--- src/hw/rtl/u8dc_pkg.sv ---
// Shared types, constants and classification functions for the UTF-8 decoder.
`default_nettype none

package u8dc_pkg;

    // raw byte buffer of a pending sequence: lead plus up to six continuations
    localparam int BUF_DEPTH = 7;

    // result slots of one word's job, emitted lowest first
    localparam int SLOT_N    = 10;   // BUF_DEPTH raw bytes, main, raw byte, tail break
    localparam int SLOT_MAIN = 7;
    localparam int SLOT_RAW  = 8;
    localparam int SLOT_TAIL = 9;

    localparam logic [7:0] LEAD_MIN  = 8'hC0;
    localparam logic [7:0] CONT_SEL  = 8'hC0;
    localparam logic [7:0] CONT_TAG  = 8'h80;
    localparam logic [7:0] CHAR_CR   = 8'h0D;
    localparam logic [7:0] CHAR_LF   = 8'h0A;

    typedef logic [BUF_DEPTH-1:0][7:0] byte_buf_t;

    // everything one input word releases
    typedef struct packed {
        logic [SLOT_N-1:0] mask;        // pending slots
        byte_buf_t         bytes;       // raw bytes of a broken or flushed sequence
        logic [31:0]       main_code;   // decoded code point or held break
        logic [3:0]        main_count;
        logic              main_brk;
        logic [7:0]        raw_byte;    // input byte emitted as itself
        logic              tail_cr;     // held break flushed at end of text
    } job_t;

    function automatic logic space_code(input logic [31:0] c);
        return (c >= 32'h0000_2000 && c <= 32'h0000_200D) ||
               c == 32'h0000_0009 || c == 32'h0000_0020 || c == 32'h0000_00A0 ||
               c == 32'h0000_1680 || c == 32'h0000_180E || c == 32'h0000_202F ||
               c == 32'h0000_205F || c == 32'h0000_2060 || c == 32'h0000_3000 ||
               c == 32'h0000_FEFF;
    endfunction

    function automatic logic break_code(input logic [31:0] c);
        return (c >= 32'h0000_000A && c <= 32'h0000_000D) ||
               c == 32'h0000_0085 || c == 32'h0000_2028 || c == 32'h0000_2029;
    endfunction

endpackage

`default_nettype wire

--- src/hw/rtl/u8dc_if.sv ---
// Valid/ready channel interfaces for text bytes in and decoded units out.
`default_nettype none

interface u8dc_in_if;
    logic       valid;
    logic       ready;
    logic [7:0] text_byte;
    logic       end_of_text;

    modport source (output valid, output text_byte, output end_of_text, input ready);
    modport sink   (input valid, input text_byte, input end_of_text, output ready);
endinterface

interface u8dc_out_if;
    logic        valid;
    logic        ready;
    logic [31:0] code_point;
    logic [3:0]  byte_count;
    logic        is_space;
    logic        is_break;
    logic        run_end;

    modport source (output valid, output code_point, output byte_count, output is_space,
                    output is_break, output run_end, input ready);
    modport sink   (input valid, input code_point, input byte_count, input is_space,
                    input is_break, input run_end, output ready);
endinterface

`default_nettype wire

--- src/hw/rtl/u8dc_decode.sv ---
// Sequence decoder: holds the partial sequence state and builds the job of each word.
`default_nettype none

module u8dc_decode (
    input  wire logic          clk,
    input  wire logic          rst_n,
    u8dc_in_if.sink            text_in,
    input  wire logic          job_ready,
    output u8dc_pkg::job_t     job_out,
    output logic               job_load
);
    import u8dc_pkg::*;

    logic [31:0] partial_reg, partial_next;
    logic [2:0]  conts_reg, conts_next;
    logic [3:0]  taken_reg, taken_next;
    logic        held_reg, held_next;
    logic        cr_reg, cr_next;
    byte_buf_t   buf_reg, buf_next;

    byte_buf_t   buf_cont;       // buffer with this word's continuation written
    logic [7:0]  b;
    logic        is_cont;
    logic        consumed;
    logic        cont_taken;
    logic        run;
    logic [2:0]  lead_ones;
    logic [7:0]  first_brk;
    logic [7:0]  partner_brk;
    job_t        job;

    function automatic logic [31:0] payload_mask(input logic [3:0] n);
        logic [31:0] m;
        case (n)
            4'd2:    m = 32'h0000_07FF;
            4'd3:    m = 32'h0000_FFFF;
            4'd4:    m = 32'h001F_FFFF;
            4'd5:    m = 32'h03FF_FFFF;
            4'd6:    m = 32'h7FFF_FFFF;
            default: m = 32'hFFFF_FFFF;
        endcase
        return m;
    endfunction

    assign text_in.ready = job_ready;
    assign job_load      = text_in.valid && job_ready;
    assign job_out       = job;

    always_comb
    begin
        b            = text_in.text_byte;
        is_cont      = (b & CONT_SEL) == CONT_TAG;
        partial_next = partial_reg;
        conts_next   = conts_reg;
        taken_next   = taken_reg;
        held_next    = held_reg;
        cr_next      = cr_reg;
        buf_cont     = buf_reg;
        consumed     = 1'b0;
        cont_taken   = 1'b0;
        first_brk    = cr_reg ? CHAR_CR : CHAR_LF;
        partner_brk  = cr_reg ? CHAR_LF : CHAR_CR;

        job            = '0;
        job.raw_byte   = b;
        job.main_code  = '0;

        // leading ones after the top bit give the continuation count
        lead_ones = '0;
        run       = 1'b1;
        for (int i = 6; i >= 0; i--)
        begin
            run = run && b[i];
            if (run)
            begin
                lead_ones = lead_ones + 3'd1;
            end
        end

        if (conts_reg != 3'd0)
        begin
            if (is_cont)
            begin
                partial_next = {partial_reg[25:0], b[5:0]};
                if (taken_reg < 4'(BUF_DEPTH))
                begin
                    buf_cont[taken_reg[2:0]] = b;
                end
                taken_next = taken_reg + 4'd1;
                conts_next = conts_reg - 3'd1;
                if (conts_next == 3'd0)
                begin
                    job.mask[SLOT_MAIN] = 1'b1;
                    job.main_code       = partial_next & payload_mask(taken_next);
                    job.main_count      = taken_next;
                    job.main_brk        = 1'b0;
                    taken_next          = '0;
                    partial_next        = '0;
                end
                consumed   = 1'b1;
                cont_taken = 1'b1;
            end
            else
            begin
                // broken sequence: buffered bytes go out raw
                for (int i = 0; i < BUF_DEPTH; i++)
                begin
                    job.mask[i] = 4'(i) < taken_reg;
                end
                conts_next   = '0;
                taken_next   = '0;
                partial_next = '0;
            end
        end

        if (!consumed && held_reg)
        begin
            held_next           = 1'b0;
            cr_next             = 1'b0;
            job.mask[SLOT_MAIN] = 1'b1;
            job.main_code       = {24'd0, first_brk};
            job.main_brk        = 1'b1;
            if (b == partner_brk)
            begin
                job.main_count = 4'd2;
                consumed       = 1'b1;
            end
            else
            begin
                job.main_count = 4'd1;
            end
        end

        buf_next = buf_cont;
        if (!consumed)
        begin
            if (b >= LEAD_MIN)
            begin
                partial_next = {24'd0, b};
                buf_next[0]  = b;
                taken_next   = 4'd1;
                conts_next   = lead_ones;
            end
            else if (b == CHAR_CR || b == CHAR_LF)
            begin
                held_next = 1'b1;
                cr_next   = b == CHAR_CR;
            end
            else
            begin
                job.mask[SLOT_RAW] = 1'b1;
            end
        end

        if (text_in.end_of_text)
        begin
            if (conts_next != 3'd0)
            begin
                if (cont_taken)
                begin
                    for (int i = 0; i < BUF_DEPTH; i++)
                    begin
                        job.mask[i] = 4'(i) < taken_next;
                    end
                end
                else
                begin
                    job.mask[SLOT_RAW] = 1'b1;   // fresh lead byte alone
                end
            end
            if (held_next)
            begin
                job.mask[SLOT_TAIL] = 1'b1;
                job.tail_cr         = cr_next;
            end
            held_next    = 1'b0;
            cr_next      = 1'b0;
            conts_next   = '0;
            taken_next   = '0;
            partial_next = '0;
        end

        job.bytes = buf_cont;
    end

    always_ff @(posedge clk or negedge rst_n)
    begin
        if (!rst_n)
        begin
            partial_reg <= '0;
            conts_reg   <= '0;
            taken_reg   <= '0;
            held_reg    <= 1'b0;
            cr_reg      <= 1'b0;
        end
        else if (job_load)
        begin
            partial_reg <= partial_next;
            conts_reg   <= conts_next;
            taken_reg   <= taken_next;
            held_reg    <= held_next;
            cr_reg      <= cr_next;
        end
    end

    always_ff @(posedge clk)
    begin
        if (job_load)
        begin
            buf_reg <= buf_next;
        end
    end

endmodule

`default_nettype wire

--- src/hw/rtl/u8dc_emit.sv ---
// Result emitter: walks the pending slots of a job and fills the output register.
`default_nettype none

module u8dc_emit (
    input  wire logic           clk,
    input  wire logic           rst_n,
    input  wire u8dc_pkg::job_t job_in,
    input  wire logic           job_load,
    output logic                job_ready,
    u8dc_out_if.source          unit_out
);
    import u8dc_pkg::*;

    job_t              job_reg;
    logic [SLOT_N-1:0] mask_reg, mask_next;
    logic [SLOT_N-1:0] sel;
    logic              out_valid_reg;
    logic [31:0]       code_reg;
    logic [3:0]        count_reg;
    logic              space_reg, brk_reg, end_reg;

    logic [31:0] code_sel;
    logic [3:0]  count_sel;
    logic        brk_sel;
    logic        out_load;
    logic        advance;

    assign out_load  = !out_valid_reg || unit_out.ready;
    assign advance   = out_load && mask_reg != '0;
    assign sel       = mask_reg & (~mask_reg + {{(SLOT_N-1){1'b0}}, 1'b1});
    assign mask_next = mask_reg & ~sel;
    assign job_ready = mask_reg == '0 || (advance && mask_next == '0);

    always_comb
    begin
        code_sel  = '0;
        count_sel = 4'd1;
        brk_sel   = 1'b0;
        for (int i = 0; i < BUF_DEPTH; i++)
        begin
            if (sel[i])
            begin
                code_sel = {24'd0, job_reg.bytes[i]};
            end
        end
        if (sel[SLOT_MAIN])
        begin
            code_sel  = job_reg.main_code;
            count_sel = job_reg.main_count;
            brk_sel   = job_reg.main_brk;
        end
        if (sel[SLOT_RAW])
        begin
            code_sel = {24'd0, job_reg.raw_byte};
        end
        if (sel[SLOT_TAIL])
        begin
            code_sel = {24'd0, job_reg.tail_cr ? CHAR_CR : CHAR_LF};
            brk_sel  = 1'b1;
        end
    end

    always_ff @(posedge clk or negedge rst_n)
    begin
        if (!rst_n)
        begin
            mask_reg      <= '0;
            out_valid_reg <= 1'b0;
        end
        else
        begin
            if (job_load)
            begin
                mask_reg <= job_in.mask;
            end
            else if (advance)
            begin
                mask_reg <= mask_next;
            end
            if (out_load)
            begin
                out_valid_reg <= mask_reg != '0;
            end
        end
    end

    always_ff @(posedge clk)
    begin
        if (job_load)
        begin
            job_reg <= job_in;
        end
        if (advance)
        begin
            code_reg  <= code_sel;
            count_reg <= count_sel;
            space_reg <= space_code(code_sel);
            brk_reg   <= brk_sel || break_code(code_sel);
            end_reg   <= mask_next == '0;
        end
    end

    assign unit_out.valid      = out_valid_reg;
    assign unit_out.code_point = code_reg;
    assign unit_out.byte_count = count_reg;
    assign unit_out.is_space   = space_reg;
    assign unit_out.is_break   = brk_reg;
    assign unit_out.run_end    = end_reg;

endmodule

`default_nettype wire

--- src/hw/rtl/utf8_decode_classify.sv ---
// Top level of the streaming UTF-8 decoder and whitespace/line-break classifier.
`default_nettype none

// Takes one text byte per word on text_in and delivers decoded units on unit_out.
// A lead byte 0xC0-0xFF opens a sequence of one continuation per extra leading
// one (up to seven); the payload is built in 32-bit wraparound and masked to
// 6+5k bits. A non-continuation byte during a sequence flushes the buffered
// bytes raw, one unit each, then is handled afresh; end_of_text flushes the
// same way and releases a held CR or LF. CR LF and LF CR merge into one
// two-byte break, so a lone CR or LF is held until the next byte decides it.
// Each unit carries code point, byte count, whitespace and line-break flags,
// and run_end marks the last unit released by an input word. A word is
// decoded as it is accepted; its results land in a job register and leave
// through the output register. The output side emits one unit per cycle while
// unit_out.ready holds; an input word that releases several units holds the
// emitter until its last unit moves to the output register, and the next word
// is taken only then. Words releasing zero or one unit stream at one per cycle
// while the output does not stall.
// text_in.ready follows unit_out.ready combinationally through the emitter.
// No reset sweep: the byte buffer is only read after being written.

module utf8_decode_classify (
    input  wire logic  clk,
    input  wire logic  rst_n,
    u8dc_in_if.sink    text_in,
    u8dc_out_if.source unit_out
);
    import u8dc_pkg::*;

    job_t job;
    logic job_load;
    logic job_ready;

    // sequence state, byte buffer, job building
    u8dc_decode u_decode (
        .clk       (clk),
        .rst_n     (rst_n),
        .text_in   (text_in),
        .job_ready (job_ready),
        .job_out   (job),
        .job_load  (job_load)
    );

    // slot walker and output register
    u8dc_emit u_emit (
        .clk       (clk),
        .rst_n     (rst_n),
        .job_in    (job),
        .job_load  (job_load),
        .job_ready (job_ready),
        .unit_out  (unit_out)
    );

endmodule

`default_nettype wire

--- src/flat_wrapper.sv ---
// flat-port wrapper written by rule: the top's interface ports become plain ports
module utf8_decode_classify_flat import u8dc_pkg::*;
  (clk, rst_n, text_in_valid, text_in_text_byte, text_in_end_of_text, text_in_ready, unit_out_valid, unit_out_code_point, unit_out_byte_count, unit_out_is_space, unit_out_is_break, unit_out_run_end, unit_out_ready);
  u8dc_in_if text_in_i ();
  u8dc_out_if unit_out_i ();
  input  wire logic clk;
  input  wire logic rst_n;
  input wire logic [$bits(text_in_i.valid)-1:0] text_in_valid;
  input wire logic [$bits(text_in_i.text_byte)-1:0] text_in_text_byte;
  input wire logic [$bits(text_in_i.end_of_text)-1:0] text_in_end_of_text;
  output wire logic [$bits(text_in_i.ready)-1:0] text_in_ready;
  output wire logic [$bits(unit_out_i.valid)-1:0] unit_out_valid;
  output wire logic [$bits(unit_out_i.code_point)-1:0] unit_out_code_point;
  output wire logic [$bits(unit_out_i.byte_count)-1:0] unit_out_byte_count;
  output wire logic [$bits(unit_out_i.is_space)-1:0] unit_out_is_space;
  output wire logic [$bits(unit_out_i.is_break)-1:0] unit_out_is_break;
  output wire logic [$bits(unit_out_i.run_end)-1:0] unit_out_run_end;
  input wire logic [$bits(unit_out_i.ready)-1:0] unit_out_ready;
  assign text_in_i.valid = text_in_valid;
  assign text_in_i.text_byte = text_in_text_byte;
  assign text_in_i.end_of_text = text_in_end_of_text;
  assign text_in_ready = text_in_i.ready;
  assign unit_out_valid = unit_out_i.valid;
  assign unit_out_code_point = unit_out_i.code_point;
  assign unit_out_byte_count = unit_out_i.byte_count;
  assign unit_out_is_space = unit_out_i.is_space;
  assign unit_out_is_break = unit_out_i.is_break;
  assign unit_out_run_end = unit_out_i.run_end;
  assign unit_out_i.ready = unit_out_ready;
  utf8_decode_classify u_core (.clk(clk), .rst_n(rst_n), .text_in(text_in_i), .unit_out(unit_out_i));
endmodule
--- config.mk ---
export PLATFORM = sky130hd
export DESIGN_NAME = utf8_decode_classify_flat
export DESIGN_NICKNAME = d
export VERILOG_FILES = /design/src/hw/rtl/u8dc_pkg.sv /design/src/hw/rtl/u8dc_if.sv /design/src/hw/rtl/u8dc_decode.sv /design/src/hw/rtl/u8dc_emit.sv /design/src/hw/rtl/utf8_decode_classify.sv /design/src/flat_wrapper.sv
export SDC_FILE = /design/constraint.sdc
export NUM_CORES = 1
export LEC_CHECK = 0
export ABC_CLOCK_PERIOD_IN_PS = 7750
export BUFFER_PORTS_ARGS = -buffer_cell sky130_fd_sc_hd__buf_4
export CORE_ASPECT_RATIO = 0.7
export CORE_MARGIN = 2
export CORE_UTILIZATION = 40
export CTS_CLUSTER_DIAMETER = 150
export DETAILED_ROUTE_END_ITERATION = 16
export PLACE_DENSITY_LB_ADDON = 0.05
export SKIP_LAST_GASP = 1
export SLEW_MARGIN = 30
export SYNTH_ARGS = -nofsm -noshare
export SYNTH_HDL_FRONTEND = slang
export SYNTH_HIERARCHICAL = 1
export SYNTH_SLANG_ARGS = --single-unit
--- constraint.sdc ---
create_clock -name clk -period 7.75 [get_ports clk]
set_input_delay 0.775 -clock clk [delete_from_list [all_inputs] [get_ports clk]]
set_output_delay 0.775 -clock clk [all_outputs]
set_load 0.03 [all_outputs]
==> results_dict.tcl <==
set metrics [dict create \
    yosys_warnings 6 \
    die_width_um 209 \
    syn2layout_area_growth_pct 9.18 \
    ios 54 \
    largest_register_ffs 102 \
    switching_power_mw 1.11 \
    vias 7679 \
    clockRootBuffer "clkbuf_16" \
    antenna_cells 0 \
    fmax_ghz 0.191 \
    clock-sinks 243 \
    avgSynthCellArea_sq_um 11.9 \
    port_buffers 53 \
    drt.antenna.violating_nets 0 \
    cp_max_fo 79 \
    maxCapViolations 0 \
    setup_viol 0 \
    path_class "reg -> reg" \
    dieArea_sq_mm 0.0308 \
    drcViolationCount 0 \
    multiInputGateArea_sq_mm 0.00397 \
    p_leak_nw 4.74 \
    worst_pin_slew_ns 0.923 \
    post_cts_buffers 0 \
    fin_crit_ns 5.23 \
    clock_latency_ns 0.55 \
    htree_levels 1 \
    grt_pass1_wl_um 46500 \
    fin_nets 995 \
    cts_buffers 26 \
    dp_hpwl_um 21300 \
    p_comb_share_pct 19.8 \
    crit_end "u_core/u_decode/buf_reg[3]" \
    viasPerCell 5.62 \
    place_inst 1320 \
    required_ns 7.92 \
    antenna_found_initial 0 \
    intPower_mw 2.57 \
    power-per-cell-area_mw_per_mm2 286 \
    max_stage_delay_ns 0.67 \
    worst_ir_drop_vdd_mv 0.133 \
    synth_edf_count 197 \
    swShare_pct 30.2 \
    path_clk_slew_ns 0.06 \
    drt_iter0_markers 813 \
    synth.distinct_cells 83 \
    postCtsHoldBufs 0 \
    synth_nets 1016 \
    drt_wl_total_um 31000 \
    cpMaxStageDelayCell "buf_4" \
    setup_ws_ns 2.52 \
    synthCells 991 \
    yosysSeqAreaShare_pct 60.0 \
    initial_utilization_pct 40.7 \
    seq_power_share_pct 47.8 \
    finalCritPeriodShare_pct 67.4 \
    worstPathArrival_ns 5.40 \
    critPathLaunchType "flop" \
    drive_gt1_share_pct 14.7 \
    regArea_sq_mm 0.00707 \
    final-hold-violation-count 0 \
    rows 52 \
    core_area_sq_mm 0.0290 \
    final_cells 1367 \
    min_path_type "in -> async" \
    slew-limit-headroom_pct 38.0 \
    cts_tree "done" \
    path_cells "or4_4, nor2_2, nand2_1, or3_1, a21oi_1, a22o_1, nand2_1, inv_6, buf_4, buf_4" \
    ctsResizeCount 0 \
    rsz0062_at_grt "no" \
    ff2ff_setup_slack_ns 2.52 \
    grt_overflow 0 \
    setup_tns_ns 0 \
    fill_cells 2698 \
    synth_seq_cells 243 \
    wl_per_cell_um 22.7 \
    grtUsageTotal_pct 20.2 \
    outcome "complete, no violations" \
    grt_pass1_vias 7060 \
    final_cell_mix "edfxtp_1, nand2_1, buf_4" \
    post-place-ws_ns 2.57 \
    cts.path.max_buffers 3 \
    mappedNetlistArea_sq_mm 0.0118 \
    timing.rr.start "u_core/u_emit/mask_reg[1]" \
    dr.pass1.iters 5 \
    place_congestion 0.883 \
    ys.flop_type "edfxtp_1" \
    final_common_cell "edfxtp_1" \
    slew_violations 0 \
    pwr-share-clk_pct 32.4 \
    clock_skew_ns 0.0231 \
    rr_endpoint "u_core/u_decode/buf_reg[3]" \
    reg2regPathDepth 10 \
    die_y_um 148 \
    synth_async_sr_flop_share_pct 18.9 \
    crit_start "u_core/u_emit/mask_reg[1]" \
    grt_max_degree 80 \
    worstSetupEndpointType "flop" \
]
-- area by class of cell --
| class | instances | area share [%] |
|---|---|---|
| timing repair buffer | 60 | 3.50 |
| sequential | 243 | 55.0 |
| clock inverter | 9 | 0.603 |
| inverter | 23 | 0.711 |
| tap | 378 | 3.68 |
| multi-input combinational | 616 | 30.9 |
| clock buffer | 38 | 5.66 |
-- how the worst min path moves through the flow --
| stage | from | cells after the start | slack, ns | end |
|---|---|---|---|---|
| floorplan | u_core/u_decode/partial_reg[20] | 1 | 0.46 | u_core/u_decode/partial_reg[20] |
| global placement | u_core/u_emit/job_reg[10] | 1 | 0.49 | u_core/u_emit/unit_out.byte_count[0] |
| detailed placement | u_core/u_emit/job_reg[10] | 1 | 0.49 | u_core/u_emit/unit_out.byte_count[0] |
| CTS | rst_n | 1 | 0.26 | u_core/u_emit/mask_reg[3] |
| global route | rst_n | 1 | 0.28 | u_core/u_emit/mask_reg[3] |
| finish | rst_n | 1 | 0.25 | u_core/u_emit/mask_reg[3] |
-- metal layers --
layer,vias up,routed length [um],global-route usage (%)
met2,261,11200,24.1
met5,-,0,0
met1,3780,17400,35.7
met3,40,1930,3.95
met4,0,552,4.21
li1,3598,-,-
-- worst max-delay path: cells and delay by family (launching register included) --
family,cells,cell delay (ns)
simple gates,5,1.79
flops,1,0.62
compound gates,2,0.41
buf+inv,3,1.92
-- synth_stat cells, types with 6 or more instances --
master / n / area (sq um)
edfxtp_1: 197 / 5920
nand2_1: 96 / 360
buf_4: 63 / 473
a21oi_1: 52 / 260
dfrtp_1: 46 / 1150
o21ai_0: 44 / 220
nor2_1: 42 / 158
and3_1: 34 / 213
and2_1: 32 / 200
clkbuf_1: 30 / 113
a22o_1: 25 / 219
mux2_2: 25 / 282
nor2b_1: 20 / 125
inv_1: 19 / 71.3
nand2b_1: 18 / 113
nand3_1: 16 / 80.1
o22ai_1: 16 / 100
o21ai_1: 14 / 70.1
buf_2: 13 / 65.1
mux2_1: 13 / 146
nor3_1: 13 / 65.1
nor4_1: 13 / 81.3
ha_1: 12 / 150
or3_1: 9 / 56.3
a211oi_1: 8 / 60.1
nand4_1: 8 / 50.1
nand3b_1: 6 / 45.0
o32ai_1: 6 / 52.6
-- cell families (layout without fill, tap and decap cells) --
group	Yosys count	in the layout	synth area share [%]
and+or+nand+nor	332	332	15.0
DFF	243	243	60.0
AOI/OAI and AO/OA	225	225	12.9
buffers and inverters	132	130	6.42
muxes	39	39	3.72
adders and majority gates	12	12	1.28
xor gates and xnor gates	8	8	0.595
-- power by group through the flow --
stage	clock network [mW]	logic, mW	registers, mW
after global placement	0	0.725	1.78
final	1.19	0.726	1.76
after CTS	1.22	0.726	1.76
after detailed placement	0	0.724	1.78
after floorplan	0	0.451	1.85
after global routing	1.27	0.792	1.78
-- stage by stage --
step           util, %  power [mW]  hold WS [ns]  cell area, sq um
6_report          44.4        3.68         0.247             12900
5_1_grt           44.4        3.84         0.285             12900
4_1_cts           44.4        3.71         0.258             12800
3_5_place_dp      41.6        2.51         0.492             12000
3_3_place_gp      41.6        2.51         0.491             12000
2_1_floorplan        -        2.30         0.465             11800
Note: power is estimated with default switching activity, not from simulation.
